`config.mk`:
```
export PLATFORM = sky130hd
export DESIGN_NAME = three_band_biquad_equalizer_core
export DESIGN_NICKNAME = d
export VERILOG_FILES = /design/src/rtl/tbeq_pkg.sv /design/src/rtl/three_band_biquad_equalizer_core.sv
export SDC_FILE = /design/constraint.sdc
export NUM_CORES = 2
export LEC_CHECK = 0
export BUFFER_PORTS_ARGS = -buffer_cell sky130_fd_sc_hd__clkbuf_2
export CELL_PAD_IN_SITES_DETAIL_PLACEMENT = 1
export CELL_PAD_IN_SITES_GLOBAL_PLACEMENT = 2
export CORE_AREA = 2 2 312 546
export CTS_BUF_LIST = sky130_fd_sc_hd__clkbuf_4
export CTS_CLUSTER_SIZE = 12
export DETAILED_ROUTE_END_ITERATION = 10
export DIE_AREA = 0 0 314 548
export GPL_TIMING_DRIVEN = 0
export PLACE_DENSITY = 0.88
export SYNTH_ARGS = -nofsm -noshare
export SYNTH_HDL_FRONTEND = slang
export SYNTH_SLANG_ARGS = --single-unit
```
`constraint.sdc`:
```
create_clock -name i_clk -period 29.6 [get_ports i_clk]
set_input_delay 1.48 -clock i_clk [delete_from_list [all_inputs] [get_ports i_clk]]
set_output_delay 1.48 -clock i_clk [all_outputs]
set_load 0.01 [all_outputs]
```
`src/rtl/tbeq_pkg.sv`:
```
// ============================================================================
// tbeq_pkg
// Types, constants and helpers for the three-band biquad equalizer.
// ============================================================================
`timescale 1ns / 1ps

package tbeq_pkg;

    // Defaults for the top-level parameters
    localparam int SAMPLE_BITS_DEF    = 24;
    localparam int COEF_FRAC_BITS_DEF = 16;

    // Fixed datapath widths
    localparam int STATE_BITS = 40;   // delay terms and section outputs
    localparam int COEF_BITS  = 21;   // one coefficient field
    localparam int NUM_SECT   = 3;
    localparam int NUM_REGS   = 5;
    localparam int REG_BITS   = COEF_BITS * NUM_SECT;  // 63
    localparam int PROD_BITS  = COEF_BITS + STATE_BITS; // 61
    localparam int ACC_BITS   = 64;
    localparam int APB_DATA_W = 64;
    localparam int APB_ADDR_W = 6;    // 8-byte register spacing

    typedef logic signed [STATE_BITS-1:0] t_state;
    typedef logic signed [COEF_BITS-1:0]  t_coef;
    typedef logic signed [PROD_BITS-1:0]  t_prod;
    typedef logic signed [ACC_BITS-1:0]   t_acc;
    typedef logic [REG_BITS-1:0]          t_coef_reg;

    // Register indexes
    typedef enum logic [2:0] {
        REG_B0 = 3'd0,
        REG_B1 = 3'd1,
        REG_B2 = 3'd2,
        REG_A1 = 3'd3,
        REG_A2 = 3'd4
    } t_reg_idx;

    // Sequencer states
    typedef enum logic {
        ST_IDLE,
        ST_RUN
    } t_fsm;

    // Steps within one section
    typedef enum logic [2:0] {
        PH_B0 = 3'd0,   // b0*x; finish previous section's n2
        PH_B1 = 3'd1,   // b1*x; y sum; store previous z2
        PH_Y  = 3'd2,   // latch y; start n1 sum
        PH_A1 = 3'd3,   // a1*y
        PH_B2 = 3'd4,   // b2*x; subtract a1*y
        PH_A2 = 3'd5    // a2*y; store z1; start n2 sum
    } t_phase;

    // Accumulator operations
    typedef enum logic [1:0] {
        ACC_HOLD,
        ACC_SUB,        // acc - product
        ACC_ADD_Z,      // product + delay term + rounding half
        ACC_ADD_HALF    // product + rounding half
    } t_acc_op;

    // Per-cycle datapath controls
    typedef struct packed {
        logic     mul_en;
        t_reg_idx coef_sel;
        logic     mul_use_y;
        t_acc_op  acc_op;
        logic     z_sel_z2;
        logic     wr_y;
        logic     wr_z1;
        logic     wr_z2;
        logic     load_x;
        logic     done;
    } t_ctrl;

    // Limit a rounded value to the state range
    function automatic t_state sat_state(input t_acc v);
        t_acc hi;
        t_acc lo;
        hi = (t_acc'(1) <<< (STATE_BITS - 1)) - t_acc'(1);
        lo = -hi - t_acc'(1);
        if (v > hi) begin
            sat_state = STATE_BITS'(hi);
        end else if (v < lo) begin
            sat_state = STATE_BITS'(lo);
        end else begin
            sat_state = STATE_BITS'(v);
        end
    endfunction

endpackage

```
`src/rtl/three_band_biquad_equalizer_core.sv`:
```
// ============================================================================
// three_band_biquad_equalizer_core
// Three cascaded TDF-II biquads (low shelf, mid peak, high shelf) on one
// shared multiply-accumulate unit.
// ============================================================================
// Usage:
//   Input stream (s_axis): one signed sample per word in tdata.
//   Output stream (m_axis): one equalized, saturated sample per input word.
//   APB port: five 63-bit coefficient registers at byte offsets 0x00..0x20
//   (b0, b1, b2, a1, a2), each holding low/mid/high Q4.16 fields from bit 0.
//   Write coefficients only while no sample is in flight.
// Sequencing:
//   Each sample runs 6 steps per section times 3 sections plus 2 closing
//   steps, all paced by the one 21x40 multiplier and accumulator. tready
//   is high only in idle, so the block takes no new sample until the last
//   one has reached its final closing step.
// Reset:
//   Delay terms clear, every section passes its input through (b0 = 1.0),
//   output valid drops.
// Stall:
//   A finished word waits in the output register. A new sample can be
//   accepted meanwhile; its last step holds until the old word is taken.
// ============================================================================
`timescale 1ns / 1ps

module three_band_biquad_equalizer_core #(
    parameter int SAMPLE_BITS    = tbeq_pkg::SAMPLE_BITS_DEF,
    parameter int COEF_FRAC_BITS = tbeq_pkg::COEF_FRAC_BITS_DEF
) (
    input  logic                                      i_clk,
    input  logic                                      i_rst_n,
    // Input stream
    input  logic                                      i_s_axis_tvalid,
    output logic                                      o_s_axis_tready,
    input  logic [((SAMPLE_BITS + 7) / 8) * 8 - 1:0]  i_s_axis_tdata,  // [SB-1:0] audio_in
    // Output stream
    output logic                                      o_m_axis_tvalid,
    input  logic                                      i_m_axis_tready,
    output logic [((SAMPLE_BITS + 7) / 8) * 8 - 1:0]  o_m_axis_tdata,  // [SB-1:0] audio_out
    // Configuration
    input  logic                                      psel,
    input  logic                                      penable,
    input  logic                                      pwrite,
    input  logic [tbeq_pkg::APB_ADDR_W-1:0]           paddr,
    input  logic [tbeq_pkg::APB_DATA_W-1:0]           pwdata,
    output logic [tbeq_pkg::APB_DATA_W-1:0]           prdata,
    output logic                                      pready
);

    localparam int DATA_W = ((SAMPLE_BITS + 7) / 8) * 8;

    localparam tbeq_pkg::t_coef     COEF_ONE  =
        tbeq_pkg::COEF_BITS'(64'sd1 <<< COEF_FRAC_BITS);
    localparam tbeq_pkg::t_coef_reg B0_RESET  = {tbeq_pkg::NUM_SECT{COEF_ONE}};
    localparam tbeq_pkg::t_acc      RND_HALF  =
        tbeq_pkg::t_acc'(1) <<< (COEF_FRAC_BITS - 1);
    localparam tbeq_pkg::t_state    SMP_MAX   =
        tbeq_pkg::STATE_BITS'((64'sd1 <<< (SAMPLE_BITS - 1)) - 64'sd1);
    localparam tbeq_pkg::t_state    SMP_MIN   = -SMP_MAX - tbeq_pkg::t_state'(1);

    // Round (half already added) and limit to state range
    function automatic tbeq_pkg::t_state round_state(input tbeq_pkg::t_acc a);
        tbeq_pkg::t_acc sh;
        sh = a >>> COEF_FRAC_BITS;
        round_state = tbeq_pkg::sat_state(sh);
    endfunction

    // Registers
    tbeq_pkg::t_fsm       r_state, n_state;
    tbeq_pkg::t_phase     r_ph;
    logic [1:0]           r_sec;            // 0..2 sections, 3 = closing steps
    tbeq_pkg::t_coef_reg  r_coef [tbeq_pkg::NUM_REGS];
    tbeq_pkg::t_state     r_z1 [tbeq_pkg::NUM_SECT];
    tbeq_pkg::t_state     r_z2 [tbeq_pkg::NUM_SECT];
    tbeq_pkg::t_state     r_x;
    tbeq_pkg::t_state     r_y;
    tbeq_pkg::t_prod      r_prod;
    tbeq_pkg::t_acc       r_acc, n_acc;
    logic                 r_out_valid;
    logic [SAMPLE_BITS-1:0] r_out;

    tbeq_pkg::t_ctrl      w_ctrl;
    logic                 w_en;
    logic                 w_in_acc;
    logic [1:0]           w_sec;
    logic [1:0]           w_sec_prev;
    tbeq_pkg::t_coef      w_coef;
    tbeq_pkg::t_state     w_mop;
    tbeq_pkg::t_state     w_z;
    tbeq_pkg::t_acc       w_prod_ext;
    tbeq_pkg::t_acc       w_z_ext;
    tbeq_pkg::t_state     w_y_sat;
    logic [2:0]           w_ridx;

    // Handshakes
    assign o_s_axis_tready = (r_state == tbeq_pkg::ST_IDLE);
    assign w_in_acc        = i_s_axis_tvalid && o_s_axis_tready;
    assign w_en            = !(w_ctrl.done && r_out_valid && !i_m_axis_tready);
    assign o_m_axis_tvalid = r_out_valid;
    assign o_m_axis_tdata  = DATA_W'(r_out);

    // Section index clamped for coefficient and delay selection
    assign w_sec      = (r_sec == 2'd3) ? 2'd2 : r_sec;
    assign w_sec_prev = r_sec - 2'd1;

    // FSM next state
    always_comb begin
        n_state = r_state;
        case (r_state)
            tbeq_pkg::ST_IDLE: begin
                if (w_in_acc) n_state = tbeq_pkg::ST_RUN;
            end
            tbeq_pkg::ST_RUN: begin
                if (w_ctrl.done && w_en) n_state = tbeq_pkg::ST_IDLE;
            end
            default: n_state = tbeq_pkg::ST_IDLE;
        endcase
    end

    // FSM outputs: per-step datapath controls
    always_comb begin
        w_ctrl           = '0;
        w_ctrl.coef_sel  = tbeq_pkg::REG_B0;
        w_ctrl.acc_op    = tbeq_pkg::ACC_HOLD;
        if (r_state == tbeq_pkg::ST_RUN) begin
            case (r_ph)
                tbeq_pkg::PH_B0: begin
                    w_ctrl.mul_en = (r_sec != 2'd3);
                    if (r_sec != 2'd0) w_ctrl.acc_op = tbeq_pkg::ACC_SUB;
                end
                tbeq_pkg::PH_B1: begin
                    w_ctrl.wr_z2 = (r_sec != 2'd0);
                    if (r_sec == 2'd3) begin
                        w_ctrl.done = 1'b1;
                    end else begin
                        w_ctrl.mul_en   = 1'b1;
                        w_ctrl.coef_sel = tbeq_pkg::REG_B1;
                        w_ctrl.acc_op   = tbeq_pkg::ACC_ADD_Z;
                    end
                end
                tbeq_pkg::PH_Y: begin
                    w_ctrl.wr_y     = 1'b1;
                    w_ctrl.acc_op   = tbeq_pkg::ACC_ADD_Z;
                    w_ctrl.z_sel_z2 = 1'b1;
                end
                tbeq_pkg::PH_A1: begin
                    w_ctrl.mul_en    = 1'b1;
                    w_ctrl.coef_sel  = tbeq_pkg::REG_A1;
                    w_ctrl.mul_use_y = 1'b1;
                end
                tbeq_pkg::PH_B2: begin
                    w_ctrl.mul_en   = 1'b1;
                    w_ctrl.coef_sel = tbeq_pkg::REG_B2;
                    w_ctrl.acc_op   = tbeq_pkg::ACC_SUB;
                end
                tbeq_pkg::PH_A2: begin
                    w_ctrl.mul_en    = 1'b1;
                    w_ctrl.coef_sel  = tbeq_pkg::REG_A2;
                    w_ctrl.mul_use_y = 1'b1;
                    w_ctrl.acc_op    = tbeq_pkg::ACC_ADD_HALF;
                    w_ctrl.wr_z1     = 1'b1;
                    w_ctrl.load_x    = 1'b1;
                end
                default: w_ctrl.acc_op = tbeq_pkg::ACC_HOLD;
            endcase
        end
    end

    // Sequencer counters and state
    always_ff @(posedge i_clk) begin
        if (!i_rst_n) begin
            r_state <= tbeq_pkg::ST_IDLE;
            r_ph    <= tbeq_pkg::PH_B0;
            r_sec   <= 2'd0;
        end else begin
            r_state <= n_state;
            if (w_in_acc) begin
                r_ph  <= tbeq_pkg::PH_B0;
                r_sec <= 2'd0;
            end else if (r_state == tbeq_pkg::ST_RUN && w_en) begin
                if (r_ph == tbeq_pkg::PH_A2) begin
                    r_ph  <= tbeq_pkg::PH_B0;
                    r_sec <= r_sec + 2'd1;
                end else begin
                    r_ph  <= tbeq_pkg::t_phase'(r_ph + 3'd1);
                end
            end
        end
    end

    // Multiplier operands and registered product
    assign w_coef = r_coef[w_ctrl.coef_sel][tbeq_pkg::COEF_BITS * w_sec +: tbeq_pkg::COEF_BITS];
    assign w_mop  = w_ctrl.mul_use_y ? r_y : r_x;

    always_ff @(posedge i_clk) begin
        if (w_ctrl.mul_en && w_en) begin
            r_prod <= w_coef * w_mop;
        end
    end

    // Accumulator
    assign w_z        = w_ctrl.z_sel_z2 ? r_z2[w_sec] : r_z1[w_sec];
    assign w_prod_ext = tbeq_pkg::t_acc'(r_prod);
    assign w_z_ext    = tbeq_pkg::t_acc'(w_z) <<< COEF_FRAC_BITS;

    always_comb begin
        case (w_ctrl.acc_op)
            tbeq_pkg::ACC_SUB:      n_acc = r_acc - w_prod_ext;
            tbeq_pkg::ACC_ADD_Z:    n_acc = w_prod_ext + w_z_ext + RND_HALF;
            tbeq_pkg::ACC_ADD_HALF: n_acc = w_prod_ext + RND_HALF;
            default:                n_acc = r_acc;
        endcase
    end

    always_ff @(posedge i_clk) begin
        if (w_en) r_acc <= n_acc;
    end

    // Sample, section output and section input
    always_ff @(posedge i_clk) begin
        if (w_in_acc) begin
            r_x <= tbeq_pkg::t_state'($signed(i_s_axis_tdata[SAMPLE_BITS-1:0]));
        end else if (w_ctrl.load_x && w_en) begin
            r_x <= r_y;
        end
        if (w_ctrl.wr_y && w_en) r_y <= round_state(r_acc);
    end

    // Delay terms
    always_ff @(posedge i_clk) begin
        if (!i_rst_n) begin
            for (int i = 0; i < tbeq_pkg::NUM_SECT; i++) begin
                r_z1[i] <= '0;
                r_z2[i] <= '0;
            end
        end else if (w_en) begin
            if (w_ctrl.wr_z1) r_z1[w_sec]      <= round_state(r_acc);
            if (w_ctrl.wr_z2) r_z2[w_sec_prev] <= round_state(r_acc);
        end
    end

    // Output saturation and register
    always_comb begin
        if (r_y > SMP_MAX) begin
            w_y_sat = SMP_MAX;
        end else if (r_y < SMP_MIN) begin
            w_y_sat = SMP_MIN;
        end else begin
            w_y_sat = r_y;
        end
    end

    always_ff @(posedge i_clk) begin
        if (!i_rst_n) begin
            r_out_valid <= 1'b0;
        end else if (w_ctrl.done && w_en) begin
            r_out_valid <= 1'b1;
        end else if (i_m_axis_tready) begin
            r_out_valid <= 1'b0;
        end
    end

    always_ff @(posedge i_clk) begin
        if (w_ctrl.done && w_en) r_out <= w_y_sat[SAMPLE_BITS-1:0];
    end

    // Configuration registers
    assign pready = 1'b1;
    assign w_ridx = paddr[tbeq_pkg::APB_ADDR_W-1:3];

    always_ff @(posedge i_clk) begin
        if (!i_rst_n) begin
            r_coef[tbeq_pkg::REG_B0] <= B0_RESET;
            r_coef[tbeq_pkg::REG_B1] <= '0;
            r_coef[tbeq_pkg::REG_B2] <= '0;
            r_coef[tbeq_pkg::REG_A1] <= '0;
            r_coef[tbeq_pkg::REG_A2] <= '0;
        end else if (psel && penable && pwrite && pready
                     && (w_ridx < 3'(tbeq_pkg::NUM_REGS))) begin
            r_coef[w_ridx] <= pwdata[tbeq_pkg::REG_BITS-1:0];
        end
    end

    always_comb begin
        if (w_ridx < 3'(tbeq_pkg::NUM_REGS)) begin
            prdata = tbeq_pkg::APB_DATA_W'(r_coef[w_ridx]);
        end else begin
            prdata = '0;
        end
    end

endmodule

```
# --- Word level (Yosys, flattened, before mapping) ---
# Memory sizes are Yosys's and may differ from the RTL's.
# Index checks and enable logic that the tools add are counted.
word_totals:
  word_cells: 122
  out_inout_bits: 91
  regBits: 236
  in_bits: 101
  n_memories: 3
  ram_bits: 555
op_classes:
  bitwise_logic: 3
  multipliers: 2
  n_eq_ne: 10
  n_lt_le_gt_ge: 5
  n_addsub: 7
  shift: 1
  muxes: 56
  reduce_logical: 26
memory_table:
  columns: ["name", "depth", "width", "rd", "rd_clocked_by_memory_dff", "wr", "line", "source"]
  rows:
  - ["r_coef", 5, 63, 2, 0, 5, "three_band_biquad_equalizer_core.sv:72", "tbeq_pkg::t_coef_reg r_coef [tbeq_pkg::NUM_REGS];"]
  - ["r_z1", 3, 40, 1, 0, 3, "three_band_biquad_equalizer_core.sv:73", "tbeq_pkg::t_state r_z1 [tbeq_pkg::NUM_SECT];"]
  - ["r_z2", 3, 40, 1, 0, 3, "three_band_biquad_equalizer_core.sv:74", "tbeq_pkg::t_state r_z2 [tbeq_pkg::NUM_SECT];"]
op_table:
  columns: ["operator", "count"]
  rows:
  - ["40-bit two-way mux", 14]
  - ["64-bit one-hot mux with 3 select lines", 1]
  - ["63-bit two-way mux", 2]
  - ["40-bit OR reduction", 2]
  - ["64-bit by 61-bit subtractor with 64-bit output", 1]
  - ["62-bit by 17-bit adder with 63-bit output, second input constant", 1]
  - ["63-bit OR reduction", 1]
  - ["63-bit by 8-bit variable part select with 21-bit output", 1]
  - ["61-bit by 17-bit adder with 62-bit output, second input constant", 1]
  - ["61-bit by 56-bit adder with 62-bit output", 1]
  - ["21-bit by 40-bit multiplier with 61-bit output", 1]
  - ["48-bit by 40-bit > comparator with 1-bit output, second input constant", 1]
  - ["48-bit by 40-bit less-than comparator with 1-bit output, second input constant", 1]
  - ["40-bit by 24-bit > comparator with 1-bit output, second input constant", 1]
  - ["40-bit by 24-bit less-than comparator with 1-bit output, second input constant", 1]
  - ["1-bit two-way mux", 25]
  - ["24-bit two-way mux", 1]
  - ["13-bit two-way mux", 1]
  - ["3-bit one-hot mux with 4 select lines", 1]
  - ["1-bit logical AND", 11]
  - ["2-bit two-way mux", 5]
  - ["2-bit one-hot mux with 5 select lines", 1]
  - ["5-bit by 2-bit multiplier with 7-bit output, first input constant", 1]
  - ["2-bit equality test, second input constant", 3]
  - ["21 further kinds", 31]

# --- Longest topological paths before layout ---
depth:
  ltp_word: 11
  depth_mapped: 42
  ltp_nobuf: 35

# --- Least setup slack after synthesis ---
# OpenSTA, ideal clock, no wires.
synth_path:
  path_type: "register to register"
  startpoint: "register r_ph[1]"
  endpoint: "register r_prod[53], data pin"
  path_stages_with_launch: 41
  path_buffers: 8
  synth_period_minus_slack_ns: 9.376
  setup_slack_ns: 20.224
  arrival_ns: 9.117
  path_cell_list: "dfxtp_1 -> clkbuf_1 -> and2_1 -> ha_1 -> a21o_1 -> buf_2 -> o211a_1 -> buf_2 -> buf_4 -> buf_2 -> buf_4 -> nand2_1 -> nand3_1 -> a31oi_1 -> o21ai_1 -> buf_2 -> nand2_1 -> fa_1 -> (+5 left out) -> fa_1 -> fa_1 -> fa_1 -> inv_1 -> fa_1 -> inv_1 -> ha_1 -> buf_6 -> a21o_1 -> a21o_1 -> a211o_1 -> a31oi_1 -> o211ai_1 -> a221oi_2 -> o41ai_2 -> or4b_1 -> a31oi_1 -> xnor2_1"
synth_via:
  elab_chain_len: 6
  word_cells_on_any_way: 12
  cone_classes: "mul (1); eq/ne (4); shift (1); mux (4); reduce/logical (1); memory (1)"
synth_lines:
  columns: ["item", "line", "source"]
  rows:
  - ["from (decl)", "three_band_biquad_equalizer_core.sv:70", "tbeq_pkg::t_phase r_ph;"]
  - ["from (signal assigned)", "three_band_biquad_equalizer_core.sv:173", "r_ph <= tbeq_pkg::PH_B0;"]
  - ["from (signal assigned)", "three_band_biquad_equalizer_core.sv:178", "r_ph <= tbeq_pkg::PH_B0;"]
  - ["from (signal assigned)", "three_band_biquad_equalizer_core.sv:182", "r_ph <= tbeq_pkg::PH_B0;"]
  - ["3-bit equality test, or another cell as far along", "three_band_biquad_equalizer_core.sv:126", "case (r_ph)"]
  - ["3-bit one-hot mux with 4 select lines / 2-bit OR reduction (equally long branches)", null, null]
  - ["13-bit two-way mux (*)", "three_band_biquad_equalizer_core.sv:125", "if (r_state == tbeq_pkg::ST_RUN) begin"]
  - ["memory 5 x 63 bit / 13-bit two-way mux (equally long branches)", null, null]
  - ["63-bit by 8-bit variable part select with 21-bit output / 40-bit two-way mux (equally long branches)", "three_band_biquad_equalizer_core.sv:192, three_band_biquad_equalizer_core.sv:193", null]
  - ["21-bit by 40-bit multiplier with 61-bit output (*)", "three_band_biquad_equalizer_core.sv:197", "r_prod <= w_coef * w_mop;"]
  - ["to (signal assigned)", "three_band_biquad_equalizer_core.sv:197", null]
  - ["to (decl)", "three_band_biquad_equalizer_core.sv:77", "tbeq_pkg::t_prod r_prod;"]
# Mark *: on every way between the ends. The rest lies on a longest branch, timed or not.
# A chain may end at the register's enable or synchronous reset.

# --- Worst setup path in the final report ---
layout_path:
  startpoint: "register r_ph[2]"
  endpoint: "register r_prod[60], data pin"
# The elaborated chain is that of the path after synthesis.

==> results.py <==
metrics = {
    "placed_design": {
        "place_congestion": 1.031,
        "io_buffers": 183,
        "post-place-ws_ps": 15740,
        "dp_hpwl_um": 292900,
    },
    "clock_network": {
        "cts_setup_buffers": 0,
        "clock_latency_ps": 1350,
        "h-tree-depth": 4,
        "cts_buffer_depth": 4,
        "cts_root_buffer": "clkbuf_4",
        "ctsHoldBuffers": 0,
        "cts_tree": "done",
        "clk_transition_reported_paths_ps": 70,
        "numCtsBuffers": 223,
        "cts.sinks": 934,
        "cts_resized": 0,
    },
    "synth": {
        "synth_seq_cells": 934,
        "synth.most_common_cell": "inv_1",
        "ys_top_cells_by_count": "inv_1 (1104), nand2_1 (1074), edfxtp_1 (927)",
        "ys_seq_area_share_pct": 35.66,
        "synth_top_area_share_pct": 35.49,
        "synth_area_sq_mm": 0.07844,
        "syn_inst": 7723,
        "synth_ff_type": "edfxtp_1",
        "synthDistinctLibCells": 86,
        "async_flop_share_pct": 0,
        "yosys_warnings": 0,
        "yosys-top-cells-area": "edfxtp_1 (35%), fa_1 (21%), inv_1 (5.3%)",
        "syn_avg_cell_area_sq_um": 10.16,
        "synth-edff-count": 927,
        "post-synth-top-area-cell": "edfxtp_1",
    },
    "drt": {
        "routed_via_density": 6.112,
        "vias": 64890,
        "initialDrtViolationCount": 5266,
        "drtAntennaViolNets": 0,
        "drtPass1Iterations": 8,
        "drt-total-wl_um": 366600,
        "wl_per_cell_um": 34.53,
        "drc": 0,
    },
    "sta": {
        "rsz0062_at_grt": "false",
        "max_freq_ghz": 0.06950,
        "worstMarginPinSlew_ps": 1633,
        "setup_viol": 0,
        "finalCritPeriodShare_pct": 48.61,
        "fin_crit_ps": 14390,
        "fin_ws_ps": 15210,
        "slew_headroom_pct": -8.836,
        "fin_skew_ps": 218.2,
        "hold_violations": 0,
        "tns_ps": 0,
        "finalMaxSlewViolations": 66,
    },
    "setup_path": {
        "worstPathArrival_ps": 15380,
        "crit_family": "adder cells",
        "slowest_delay_ps": 930,
        "crit_buf_inv": 10,
        "start_kind": "flip-flop",
        "critPathSlowestCell": "clkbuf_1",
        "crit_fanout": 10,
        "critical_path_class": "flip-flop to flip-flop",
        "cp-end-kind": "flip-flop",
        "worstPathRequired_ps": 30590,
        "crit_top_cell": "fa_1",
    },
    "run_status": {
        "violations": "max-capacitance violations, max-slew violations",
        "status": "finished with violations",
    },
    "job": {
        "cap_violations": 9,
    },
    "floorplan": {
        "rows": 199,
        "fp.dieW_um": 314,
        "die_h_um": 548,
        "die_area_sq_mm": 0.1721,
        "fp.coreArea_sq_mm": 0.1676,
        "pin_count": 192,
        "start_util_pct": 46.81,
    },
    "worst_hold_path": {
        "worstHoldPathType": "input port to flip-flop",
    },
    "layout": {
        "areaGrowthSynthToFinish_pct": 9.527,
        "nNetsFinal": 9421,
        "drive_gt1_share_pct": 11.06,
        "fillers": 18890,
    },
    "global_route": {
        "grtUsageTotal_pct": 43.00,
        "antenna_found_initial": 30,
        "grt_pass1_wl_um": 515700,
        "grt_pass1_vias": 71710,
        "grt_start_max_net_pins": 65,
        "gr-total-overflow": 0,
    },
}
-- sequential cells by signal (all words and copies together), names as in the netlist --
signal,count
r_y,40
r_ph,3
o_m_axis_tdata,24
r_x,40
r_coef,378
r_z1,160
o_m_axis_tvalid,1
r_sec,2
r_prod,61
r_z2,160
r_state,1
r_acc,64
-- path summary, 6_finish.rpt --
check / startpoint / to / slack (ps) / cells after the start
setup / recovery: r_ph[2]$_SDFFE_PP0P_ / r_prod[60]$_DFFE_PP_ / 15210 / 35
hold / removal: pwdata[29] / r_coef[5][29]$_DFFE_PP_ / 470 / 1
setup reg to reg: r_ph[2]$_SDFFE_PP0P_ / r_prod[60]$_DFFE_PP_ / 15210 / 35
hold reg to reg: r_sec[1]$_SDFFE_PP0P_ / r_sec[1]$_SDFFE_PP0P_ / 560 / 2
-- cells in the final DEF, fill, tap and decap left out, drive strengths merged, types with 23 or more instances in the layout --
cell    netlist  routed
nor2        554     554
mux2i        73      73
fa          822     822
nand4        44      44
a21oi       319     319
clkbuf      331     808
o211ai       44      44
mux2         99      99
a211oi       51      51
mux4         93      93
o21ai       140     140
nor3         35      35
and2        309     309
nand3       229     229
nand2      1074    1074
o21bai       27      27
o22ai        57      57
edfxtp      927     927
a31oi        41      41
xor2         52      52
xnor2       146     146
ha          266     266
inv        1105    1109
a31o         23      23
a221oi       42      42
a21o        124     124
and3        163     163
a22oi        83      83
clkinv        0      66
diode         0      31
buf         138     175
nand2b       44      44
conb          2      65
nor2b        50      50
o21a         24      24
-- metal layers --
metal	GRT usage, %	vias up	part of all wire, %
met5	0	-	0.0098
met4	51.72	6	15
met3	8.710	1752	6.4
met2	74.52	3472	50
met1	38.11	32850	29
li1	-	26810	-
-- per-stage QoR --
stage                     utilization, %  hold slack (ps)  std cells  cell area (sq um)
after CTS                          51.21            441.8      10590              85820
final                              51.27            469.7      10620              85920
after global placement             49.15            523.2      10180              82360
after detailed placement           49.64            538.3      10220              83180
after floorplan                        -            496.9       7786              78680
after global routing               51.24            463.1      10590              85860
-- final cells by class --
type,instances,area (sq um),area share [%]
multi-input combinational,5278,44780,52.12
sequential,934,27980,32.56
inverter,1105,4148,4.828
tap,2211,2766,3.220
clock buffer,293,2200,2.560
buffer,469,1931,2.247
timing repair buffer,221,1602,1.864
clock inverter,76,435.4,0.5068
antenna,31,77.57,0.09029
-- kinds of logic after synthesis --
| group | after synthesis | share of synthesized area, % |
|---|---|---|
| AO/OA/AOI/OAI | 1091 | 9.167 |
| XOR/XNOR | 198 | 2.211 |
| adder cells (fa/ha/maj) | 1088 | 25.22 |
| buffers and inverters | 1574 | 7.737 |
| flip-flops | 934 | 35.66 |
| multiplexers | 265 | 5.023 |
| other | 2 | 0.009574 |
| AND/OR/NAND/NOR | 2571 | 14.97 |
Power is not shown: default switching activity piles up to over one toggle a cycle in this logic, so the estimate is an artifact.
